File: config.mk
export PLATFORM = sky130hd
export DESIGN_NAME = sha256_message_hasher
export DESIGN_NICKNAME = d
export VERILOG_FILES = /design/src/design/sha_pkg.sv /design/src/design/sha_datapath.sv /design/src/design/sha_control.sv /design/src/design/sha256_message_hasher.sv
export SDC_FILE = /design/constraint.sdc
export NUM_CORES = 2
export LEC_CHECK = 0
export BUFFER_PORTS_ARGS = -buffer_cell sky130_fd_sc_hd__buf_2
export CORE_ASPECT_RATIO = 0.5
export CORE_MARGIN = 1.5
export CORE_UTILIZATION = 30
export DETAILED_ROUTE_END_ITERATION = 7
export PLACE_DENSITY = 0.41
export SETUP_SLACK_MARGIN = 0.4
export SLEW_MARGIN = 30
export SYNTH_ARGS = -nofsm -noshare
export SYNTH_HDL_FRONTEND = slang
export SYNTH_HIERARCHICAL = 1
export SYNTH_SLANG_ARGS = --single-unit
File: constraint.sdc
create_clock -name clk -period 22.5 [get_ports clk]
set_input_delay 4.5 -clock clk [delete_from_list [all_inputs] [get_ports clk]]
set_output_delay 4.5 -clock clk [all_outputs]
set_load 0.03 [all_outputs]
File: src/design/sha_pkg.sv
// ----------------------------------------------------------------------------
// SHA-256 package
// Shared types, initial hash words, round constants and schedule functions for the message hasher.
// ----------------------------------------------------------------------------
package sha_pkg;

	typedef struct packed {
		logic [7:0] message_byte;
		logic       byte_valid;
		logic       last_item;
	} in_word_t;

	typedef struct packed {
		logic [31:0] digest_word;
		logic [2:0]  word_index;
		logic        last_word;
	} out_word_t;

	typedef enum logic [2:0] {
		ST_IDLE,
		ST_ROUND,
		ST_FOLD,
		ST_PAD,
		ST_EMIT
	} state_t;

	// controller -> datapath
	typedef struct packed {
		logic       put;        // write put_byte into current lane
		logic [7:0] put_byte;
		logic       add_len;    // count 8 message bits
		logic       start;      // load working vars from hash words
		logic       round;      // one compression round
		logic       fold;       // add working vars into hash words
		logic       reinit;     // back to initial state
	} dp_cmd_t;

	// datapath -> controller
	typedef struct packed {
		logic [5:0]  byte_pos;
		logic [5:0]  round_idx;
		logic [63:0] bit_len;
	} dp_stat_t;

	localparam logic [7:0] PAD_BYTE = 8'h80;

	localparam logic [31:0] H_INIT [8] = '{
		32'h6a09e667, 32'hbb67ae85, 32'h3c6ef372, 32'ha54ff53a,
		32'h510e527f, 32'h9b05688c, 32'h1f83d9ab, 32'h5be0cd19};

	localparam logic [31:0] ROUND_K [64] = '{
		32'h428a2f98, 32'h71374491, 32'hb5c0fbcf, 32'he9b5dba5,
		32'h3956c25b, 32'h59f111f1, 32'h923f82a4, 32'hab1c5ed5,
		32'hd807aa98, 32'h12835b01, 32'h243185be, 32'h550c7dc3,
		32'h72be5d74, 32'h80deb1fe, 32'h9bdc06a7, 32'hc19bf174,
		32'he49b69c1, 32'hefbe4786, 32'h0fc19dc6, 32'h240ca1cc,
		32'h2de92c6f, 32'h4a7484aa, 32'h5cb0a9dc, 32'h76f988da,
		32'h983e5152, 32'ha831c66d, 32'hb00327c8, 32'hbf597fc7,
		32'hc6e00bf3, 32'hd5a79147, 32'h06ca6351, 32'h14292967,
		32'h27b70a85, 32'h2e1b2138, 32'h4d2c6dfc, 32'h53380d13,
		32'h650a7354, 32'h766a0abb, 32'h81c2c92e, 32'h92722c85,
		32'ha2bfe8a1, 32'ha81a664b, 32'hc24b8b70, 32'hc76c51a3,
		32'hd192e819, 32'hd6990624, 32'hf40e3585, 32'h106aa070,
		32'h19a4c116, 32'h1e376c08, 32'h2748774c, 32'h34b0bcb5,
		32'h391c0cb3, 32'h4ed8aa4a, 32'h5b9cca4f, 32'h682e6ff3,
		32'h748f82ee, 32'h78a5636f, 32'h84c87814, 32'h8cc70208,
		32'h90befffa, 32'ha4506ceb, 32'hbef9a3f7, 32'hc67178f2};

	function automatic logic [31:0] rotr(input logic [31:0] x, input int n);
		rotr = (x >> n) | (x << (32 - n));
	endfunction

	function automatic logic [31:0] sig0(input logic [31:0] x);
		sig0 = rotr(x, 7) ^ rotr(x, 18) ^ (x >> 3);
	endfunction

	function automatic logic [31:0] sig1(input logic [31:0] x);
		sig1 = rotr(x, 17) ^ rotr(x, 19) ^ (x >> 10);
	endfunction

endpackage

File: src/design/sha_datapath.sv
// ----------------------------------------------------------------------------
// SHA-256 datapath
// Block buffer as a rolling 16-word schedule window, round unit, hash words.
// ----------------------------------------------------------------------------
module sha_datapath import sha_pkg::*; (
	input  logic           clk,
	input  logic           arst_n,
	input  dp_cmd_t        cmd,
	output dp_stat_t       stat,
	output logic [31:0]    hash_out [8]
);

	logic [31:0] hash_q [8];
	logic [31:0] var_q [8];
	logic [31:0] win_q [16];     // w[t..t+15]; byte fill writes lanes here too
	logic [5:0]  pos_q;
	logic [5:0]  rnd_q;
	logic [63:0] len_q;

	logic [31:0] s1, ch, t1, s0, maj, w_new, a, e;
	logic [3:0]  widx;
	logic [4:0]  sh;

	assign a = var_q[0];
	assign e = var_q[4];
	always_comb begin
		s1    = rotr(e, 6) ^ rotr(e, 11) ^ rotr(e, 25);
		ch    = (e & var_q[5]) ^ (~e & var_q[6]);
		t1    = var_q[7] + s1 + ch + ROUND_K[rnd_q] + win_q[0];
		s0    = rotr(a, 2) ^ rotr(a, 13) ^ rotr(a, 22);
		maj   = (a & var_q[1]) ^ (a & var_q[2]) ^ (var_q[1] & var_q[2]);
		w_new = win_q[0] + sig0(win_q[1]) + win_q[9] + sig1(win_q[14]);
		widx  = pos_q[5:2];
		sh    = {~pos_q[1:0], 3'b000};
	end

	always_ff @(posedge clk or negedge arst_n) begin
		if (!arst_n) begin
			for (int i = 0; i < 8; i++) hash_q[i] <= H_INIT[i];
			pos_q <= '0;
			rnd_q <= '0;
			len_q <= '0;
		end else begin
			if (cmd.reinit) begin
				for (int i = 0; i < 8; i++) hash_q[i] <= H_INIT[i];
				len_q <= '0;
			end else if (cmd.add_len) begin
				len_q <= len_q + 64'd8;
			end
			if (cmd.put) pos_q <= pos_q + 6'd1;
			if (cmd.start) rnd_q <= '0;
			else if (cmd.round) rnd_q <= rnd_q + 6'd1;
			if (cmd.fold)
				for (int i = 0; i < 8; i++) hash_q[i] <= hash_q[i] + var_q[i];
		end
	end

	// payload: no reset
	always_ff @(posedge clk) begin
		if (cmd.put)
			win_q[widx] <= (win_q[widx] & ~(32'hff << sh)) |
				({24'd0, cmd.put_byte} << sh);
		if (cmd.start)
			for (int i = 0; i < 8; i++) var_q[i] <= hash_q[i];
		if (cmd.round) begin
			for (int i = 0; i < 15; i++) win_q[i] <= win_q[i+1];
			win_q[15] <= w_new;
			var_q[7] <= var_q[6];
			var_q[6] <= var_q[5];
			var_q[5] <= e;
			var_q[4] <= var_q[3] + t1;
			var_q[3] <= var_q[2];
			var_q[2] <= var_q[1];
			var_q[1] <= a;
			var_q[0] <= t1 + s0 + maj;
		end
	end

	assign stat.byte_pos  = pos_q;
	assign stat.round_idx = rnd_q;
	assign stat.bit_len   = len_q;
	assign hash_out       = hash_q;

endmodule

File: src/design/sha_control.sv
// ----------------------------------------------------------------------------
// SHA-256 controller
// Sequences byte intake, compression rounds, padding and digest output.
// ----------------------------------------------------------------------------
module sha_control import sha_pkg::*; (
	input  logic       clk,
	input  logic       arst_n,
	input  in_word_t   in_word,
	input  logic       in_valid,
	output logic       in_ready,
	output logic       emit_valid,
	output logic [2:0] emit_idx,
	input  logic       emit_ready,
	input  dp_stat_t   stat,
	output dp_cmd_t    cmd
);

	state_t      state_q, state_d;
	logic        pad_q, pad_d;      // in padding phase
	logic        fin_q, fin_d;      // last item seen
	logic        spill_q, spill_d;  // length does not fit, one more pad block
	logic [2:0]  idx_q, idx_d;
	logic        acc, full;
	logic [7:0]  len_byte;
	logic [2:0]  lsel;
	logic        lenblk_q;          // block being compressed carries the length

	always_ff @(posedge clk or negedge arst_n) begin
		if (!arst_n) begin
			state_q <= ST_IDLE;
			pad_q   <= 1'b0;
			fin_q   <= 1'b0;
			spill_q <= 1'b0;
			idx_q   <= '0;
		end else begin
			state_q <= state_d;
			pad_q   <= pad_d;
			fin_q   <= fin_d;
			spill_q <= spill_d;
			idx_q   <= idx_d;
		end
	end

	always_comb begin
		lsel     = stat.byte_pos[2:0];
		len_byte = stat.bit_len[8*(7-lsel) +: 8];
	end

	always_comb begin
		state_d  = state_q;
		pad_d    = pad_q;
		fin_d    = fin_q;
		spill_d  = spill_q;
		idx_d    = idx_q;
		cmd      = '0;
		in_ready = 1'b0;
		acc      = 1'b0;
		full     = stat.byte_pos == 6'd63;
		emit_valid = 1'b0;
		emit_idx   = idx_q;
		unique case (state_q)
			ST_IDLE: begin
				in_ready = 1'b1;
				acc      = in_valid;
				if (acc) begin
					cmd.put      = in_word.byte_valid;
					cmd.put_byte = in_word.message_byte;
					cmd.add_len  = in_word.byte_valid;
					fin_d        = in_word.last_item;
					if (in_word.byte_valid && full) begin
						cmd.start = 1'b1;
						state_d   = ST_ROUND;
					end else if (in_word.last_item) begin
						state_d = ST_PAD;
					end
				end
			end
			ST_PAD: begin
				cmd.put = 1'b1;
				if (!pad_q) begin
					cmd.put_byte = PAD_BYTE;
					pad_d        = 1'b1;
					// marker in lanes 56..63: length goes into the next block
					if (stat.byte_pos >= 6'd56) spill_d = 1'b1;
				end else if (stat.byte_pos >= 6'd56 && !spill_q) begin
					cmd.put_byte = len_byte;
				end else begin
					cmd.put_byte = 8'h00;
				end
				if (full) begin
					cmd.start = 1'b1;
					spill_d   = 1'b0;
					state_d   = ST_ROUND;
				end
			end
			ST_ROUND: begin
				cmd.round = 1'b1;
				if (stat.round_idx == 6'd63) state_d = ST_FOLD;
			end
			ST_FOLD: begin
				cmd.fold = 1'b1;
				if (!fin_q) begin
					state_d = ST_IDLE;
				end else if (lenblk_q) begin
					state_d = ST_EMIT;
					idx_d   = '0;
				end else begin
					state_d = ST_PAD;
				end
			end
			ST_EMIT: begin
				emit_valid = 1'b1;
				if (emit_ready) begin
					idx_d = idx_q + 3'd1;
					if (idx_q == 3'd7) begin
						cmd.reinit = 1'b1;
						pad_d      = 1'b0;
						fin_d      = 1'b0;
						state_d    = ST_IDLE;
					end
				end
			end
			default: state_d = ST_IDLE;
		endcase
	end

	always_ff @(posedge clk or negedge arst_n) begin
		if (!arst_n) lenblk_q <= 1'b0;
		else if (state_q == ST_PAD && full && pad_q && !spill_q) lenblk_q <= 1'b1;
		else if (state_q == ST_EMIT) lenblk_q <= 1'b0;
	end

endmodule

File: src/design/sha256_message_hasher.sv
// ----------------------------------------------------------------------------
// SHA-256 message hasher
// Byte-stream SHA-256 with padding and eight-word digest output.
// ----------------------------------------------------------------------------
// A message byte (or an empty word) is taken only in the idle state, not
// while a block is padded or compressed or the digest is offered. Each
// 64th byte starts a compression, one round a cycle in a single shared
// round unit, then a fold into the hash words; no input word is taken
// meanwhile. A last word pads the block one byte a cycle (two blocks when
// fewer than 8 lanes remain for the length), compresses, then offers the
// eight digest words, word 0 first, one per accepted output word. Output
// ready may stall freely; the block holds the digest until every word is taken.
// ----------------------------------------------------------------------------
module sha256_message_hasher import sha_pkg::*; (
	input  logic      clk,
	input  logic      arst_n,
	input  in_word_t  in_data,
	input  logic      in_valid,
	output logic      in_ready,
	output out_word_t out_data,
	output logic      out_valid,
	input  logic      out_ready
);

	dp_cmd_t     cmd;
	dp_stat_t    stat;
	logic [31:0] hash_out [8];
	logic [2:0]  emit_idx;

	sha_control u_ctrl (
		.clk        (clk),
		.arst_n     (arst_n),
		.in_word    (in_data),
		.in_valid   (in_valid),
		.in_ready   (in_ready),
		.emit_valid (out_valid),
		.emit_idx   (emit_idx),
		.emit_ready (out_ready),
		.stat       (stat),
		.cmd        (cmd)
	);

	sha_datapath u_dp (
		.clk      (clk),
		.arst_n   (arst_n),
		.cmd      (cmd),
		.stat     (stat),
		.hash_out (hash_out)
	);

	// digest words come straight from the hash registers, stable while held
	assign out_data.digest_word = hash_out[emit_idx];
	assign out_data.word_index  = emit_idx;
	assign out_data.last_word   = emit_idx == 3'd7;

	// no input is taken while the digest is offered
	a_excl: assert property (@(posedge clk) disable iff (!arst_n)
		!(out_valid && in_ready))
		else $error("input accepted during digest output");

	// rounds only run with the byte pointer at a block boundary
	a_round_pos: assert property (@(posedge clk) disable iff (!arst_n)
		cmd.round |-> stat.byte_pos == 6'd0)
		else $error("compression with partial block");

	// last word of the digest returns the length counter to zero
	a_reinit: assert property (@(posedge clk) disable iff (!arst_n)
		(out_valid && out_ready && out_data.last_word) |=> stat.bit_len == 64'd0)
		else $error("length not cleared after digest");

endmodule

Yosys cells after proc, flatten, opt, wreduce, memory -nomap -nowiden
Memories as Yosys holds them, arrays and structs flattened.
Cells that the tools add are included.
{ "word_totals": {"mem_count": 3, "elab_cells": 194, "inputBits": 14, "register_bits": 342, "ramBits": 768, "out_inout_bits": 38, "romBits": 2048, "latchBits": 0} }
{ "classes": {"reduce_logical": 21, "shift": 3, "mul": 0, "add_sub_neg": 23, "mux": 67, "bitwise_logic": 41, "eq_ne": 16, "magnitude_cmp": 3, "n_div": 0} }
{ "memory_table": {"columns": ["memory", "depth", "width", "rd", "rd_clocked_by_memory_dff", "wr", "line", "rtl"], "rows": [
  ["(no name shown)", 64, 32, 1, 0, 0, "sha_datapath.sv:29", "t1 = var_q[7] + s1 + ch + ROUND_K[rnd_q] + win_q[0];"],
  ["u_dp.win_q", 16, 32, 17, 0, 16, "sha_datapath.sv:15", "logic [31:0] win_q [16];"],
  ["u_dp.var_q", 8, 32, 8, 0, 8, "sha_datapath.sv:14", "logic [31:0] var_q [8];"]
]} }
{ "ops": {"columns": ["op", "count"], "rows": [
  ["adder 32 bit", 18],
  ["2-to-1 mux 256 bit", 2],
  ["2-to-1 mux 32 bit", 13],
  ["bitwise XOR 32 bit", 9],
  ["AND 32 bit", 6],
  ["2-to-1 mux 64 bit", 2],
  ["binary-select mux 32 bit (select 3 bit)", 1],
  ["adder 64 x 4 -> 64 bit, second input constant", 1],
  ["NOT 32 bit", 2],
  ["variable part select 64 x 33 -> 8 bit", 1],
  ["2-to-1 mux 3 bit", 12],
  ["OR 10 x 32 -> 32 bit", 1],
  ["OR 13 x 32 -> 32 bit", 1],
  ["OR 14 x 32 -> 32 bit", 1],
  ["OR 15 x 32 -> 32 bit", 1],
  ["OR 19 x 32 -> 32 bit", 1],
  ["OR 21 x 32 -> 32 bit", 1],
  ["OR 25 x 32 -> 32 bit", 1],
  ["OR 26 x 32 -> 32 bit", 1],
  ["OR 30 x 32 -> 32 bit", 1],
  ["OR 32 bit", 1],
  ["OR 7 x 32 -> 32 bit", 1],
  ["OR reduction 32 bit", 1],
  ["left shift 8 x 5 -> 32 bit", 1],
  ["36 further kinds", 94]
]} }

Longest topological paths before layout
An unclocked memory read counts as a cell.
{ "depth": {"ltp_word": 11, "depth_mapped": 42} }

Hierarchy
Netlist, hierarchy kept.
{ "by_module_without_submodules": {"columns": ["module", "cells_per_inst", "area_each_um2", "instances"], "rows": [
  ["sha_datapath", 6845, 75100.8, 1],
  ["sha256_message_hasher", 115, 1953.1, 1],
  ["sha_control", 122, 1196.1, 1]
]} }

Worst setup path before layout
OpenSTA, ideal clock, no wires.
{ "synth_timing": {"path_type": "input to register", "start": "input in_data[1] (netlist name)", "end": "memory u_dp.var_q[0][0], enable pin", "required_ps": 21989, "slack_ps": 13903, "setup_ps": 511, "t_arrival_ps": 8085, "path_stages": 4, "path_buffers": 0, "cell_sequence": "nand3_1 a21oi_1 and2_1 or2_2"} }
{ "synth_lines": {"columns": ["item", "line", "rtl"], "rows": [
  ["start, declared", "sha256_message_hasher.sv:17", "input in_word_t in_data,"],
  ["end, declared", "sha_datapath.sv:14", null]
]} }

==> flow_summary.yaml <==
run_status:
  status: "completed"
final_layout:
  layout.nets: 7575
  final_cell_area_um2: 86720
  drive_gt1_share_pct: 15.72
  nFillCells: 26130
  postLayoutCoreUtil_pct: 33.47
  multi_input_gate_area_um2: 43980
  layout-area-overhead-vs-synth_pct: 10.83
  area.sequential_um2: 31750
critical_path:
  cp_top_family: "compound AO/OA/AOI/OAI gates"
  critPathMaxFanout: 53
  cp.arrival_ns: 10.76
  cp_slowest_cell: "nor2_1"
  cp_num_buf_inv: 7
  critical_path_required_ns: 23.00
  critical_path.max_stage_delay_ns: 0.71
  crit_type: "reg -> reg"
  critical_path.startpoint_type: "flip-flop"
  worst_setup_path_end_kind: "flip-flop"
timing:
  max_clock_freq_mhz: 97.51
  worst_hold_slack_after_final_layout_ns: 0.5165
  slew_violations: 0
  setup-tns-final_ns: 0
  setup_repair_after_global_routing_missed_its_margin: "false"
  finalClockSkew_ns: 0.04441
  hold_viol_final: 0
  layout_worst_path_cycle_share_pct: 45.58
  report.final.setup_viol: 0
  worst_slew_margin_rel_pct: 33.61
  timing_worst_slew_pin_value_ns: 0.9708
  final_period_minus_worst_setup_slack_ns: 10.25
synth:
  post_syn_instances: 7082
  ys_ff_latch: 1107
  synth_top_cell_by_area: "edfxtp_1"
  synth_area_um2: 78250
  synth.most_common_cell: "edfxtp_1"
  synth_top_cell_area_share_pct: 29.47
  yosys_warnings: 6
  ys.flop_type: "edfxtp_1"
  synth_common_cells: "768 x edfxtp_1, 673 x a21o_1, 460 x nor2_1"
  avgSynthCellArea_um2: 11.05
  ys_async_sr_fraction_pct: 30.62
  synth-edff-count: 768
  yosysSeqAreaShare_pct: 40.53
  yosysUniqueCellTypes: 98
  synthTopCellsByArea: "edfxtp_1 29%, mux4_2 7.1%, dfrtp_1 6.5%"
routing:
  final_antenna_net_count: 0
  vias: 57900
  drc: 0
  via_per_inst: 5.479
  wl_per_cell_um: 27.71
  drt_pass1_iterations: 5
  drt-total-wl_um: 292900
  drt_iter0_drc: 4818
die:
  die_height_um: 364.1
  die_area_um2: 264100
  initial_utilization_pct: 30.20
  placement_rows: 132
  design.core.area_um2: 259100
  design.portCount: 52
  die_w_um: 725.3
clock_network:
  quantity_of_gates_resized_following_cts: 0
  ctsHoldBuffers: 0
  htree_levels: 3
  cts_buffer_depth: 3
  cts.root.buffer_cell: "clkbuf_16"
  cts.reportedPaths.clkPinSlew_ns: 0.07
  cts_sinks: 1107
  cts_post_setup_buffers_inserted: 0
  tritoncts_buffers: 120
  clock_insertion_delay_at_the_later_pin_of_the_skew_report_ns: 0.79
  tritoncts: "done"
flow_run:
  max_cap_violations: 0
placement:
  gpl.final_weighted_congestion: 0.9196
  port-buffer-count: 51
  dp_hpwl_um: 211200
  postPlaceCellArea_um2: 82590
global_route:
  grt_use_total_pct: 21.64
  grt_max_degree: 124
  first_global_vias: 57010
  aggregate_global_routing_overflow: 0
  initial_antenna_violation_count: 18
  global_route_wire_length_before_repair_um: 419200
min_path:
  worst_hold_path_type: "reg -> reg"
-- logic make-up after synthesis --
family	synth area share, %
AO/OA/AOI/OAI	17.52
multiplexers	11.79
other	0.004792
XOR/XNOR	6.996
buffers and inverters	3.686
AND/OR/NAND/NOR	8.049
adder cells (fa/ha/maj)	11.42
flip-flops	40.53
-- final timing paths --
check,from,endpoint,slack [ns],cells after the start
max in group asynchronous,arst_n,u_dp/hash_out[218]$_DFFE_PN0P_,16.87,3
max reg2reg,u_dp/rnd_q[3]$_DFFE_PN0P_,u_dp/var_q[0][31]$_DFFE_PP_,12.25,34
max,u_dp/rnd_q[3]$_DFFE_PN0P_,u_dp/var_q[0][31]$_DFFE_PP_,12.25,34
min in group asynchronous,arst_n,u_dp/hash_out[2]$_DFFE_PN0P_,3.66,1
min,u_dp/hash_out[110]$_DFFE_PN1P_,u_dp/hash_out[110]$_DFFE_PN1P_,0.52,2
min reg2reg,u_dp/hash_out[110]$_DFFE_PN1P_,u_dp/hash_out[110]$_DFFE_PN1P_,0.52,2
-- metal layers --
metal	vias to the layer above	share of wire, %	global-route usage, %	wire length, µm
met3	288	4.5	2.243	13060
met4	0	2.5	5.055	7290
met2	1440	44	33.56	128200
met1	30090	49	32.32	144300
met5	-	0	0	0
li1	26090	-	-	-
-- area by class of cell --
class	count	share of cell area (%)
clock buffers	150	3.709
clock inverters	73	0.9681
inverters	344	1.492
well taps	3484	5.027
flip-flops and latches	1107	36.61
multi-input cells	5233	50.71
diodes	18	0.05194
repair buffers	160	1.433
-- worst reg2reg max path: cells and delay by family (launching register included) --
family,cells,cell delay [ns]
flip-flops,1,0.34
AND/OR/NAND/NOR,3,1.08
AO/OA/AOI/OAI,13,3.07
adder cells (fa/ha/maj),7,2.89
multiplexers,1,0.56
buffers and inverters,7,1.26
XOR/XNOR,3,0.77
-- cells in the final DEF (no fill, tap or decap), types with 101 or more instances in the layout --
master     instances
mux4_2           245
mux2_2           282
xnor2_1          390
edfxtp_1         768
o21ai_1          101
a21o_1           673
xor2_1           235
nand3_1          114
dfstp_2          136
clkbuf_16        121
inv_1            338
ha_1             400
dfrtp_1          193
nor2_1           430
nand2_1          374
o21ai_0          276
fa_1             195
a21oi_1          456
-- registers in the layout, summed over array words and instances, names as in the netlist --
name	flops
u_dp/win_q	512
u_dp/hash_out	256
u_dp/var_q	256
u_dp/len_q	61
u_dp/pos_q	6
u_dp/rnd_q	6
u_ctrl/emit_idx	3
u_ctrl/state_q	3
u_ctrl/fin_q	1
u_ctrl/lenblk_q	1
u_ctrl/pad_q	1
u_ctrl/spill_q	1
-- per-stage QoR --
step           setup WS [ns]  std cells
2_1_floorplan          13.90       7084
3_3_place_gp           12.33      10320
3_5_place_dp           12.26      10330
4_1_cts                12.22      10550
5_1_grt                11.61      10550
6_report               12.25      10570
Power is left out: the tool's default activity adds up to more than one toggle a clock period on the data nets, which glitch-free logic cannot reach.
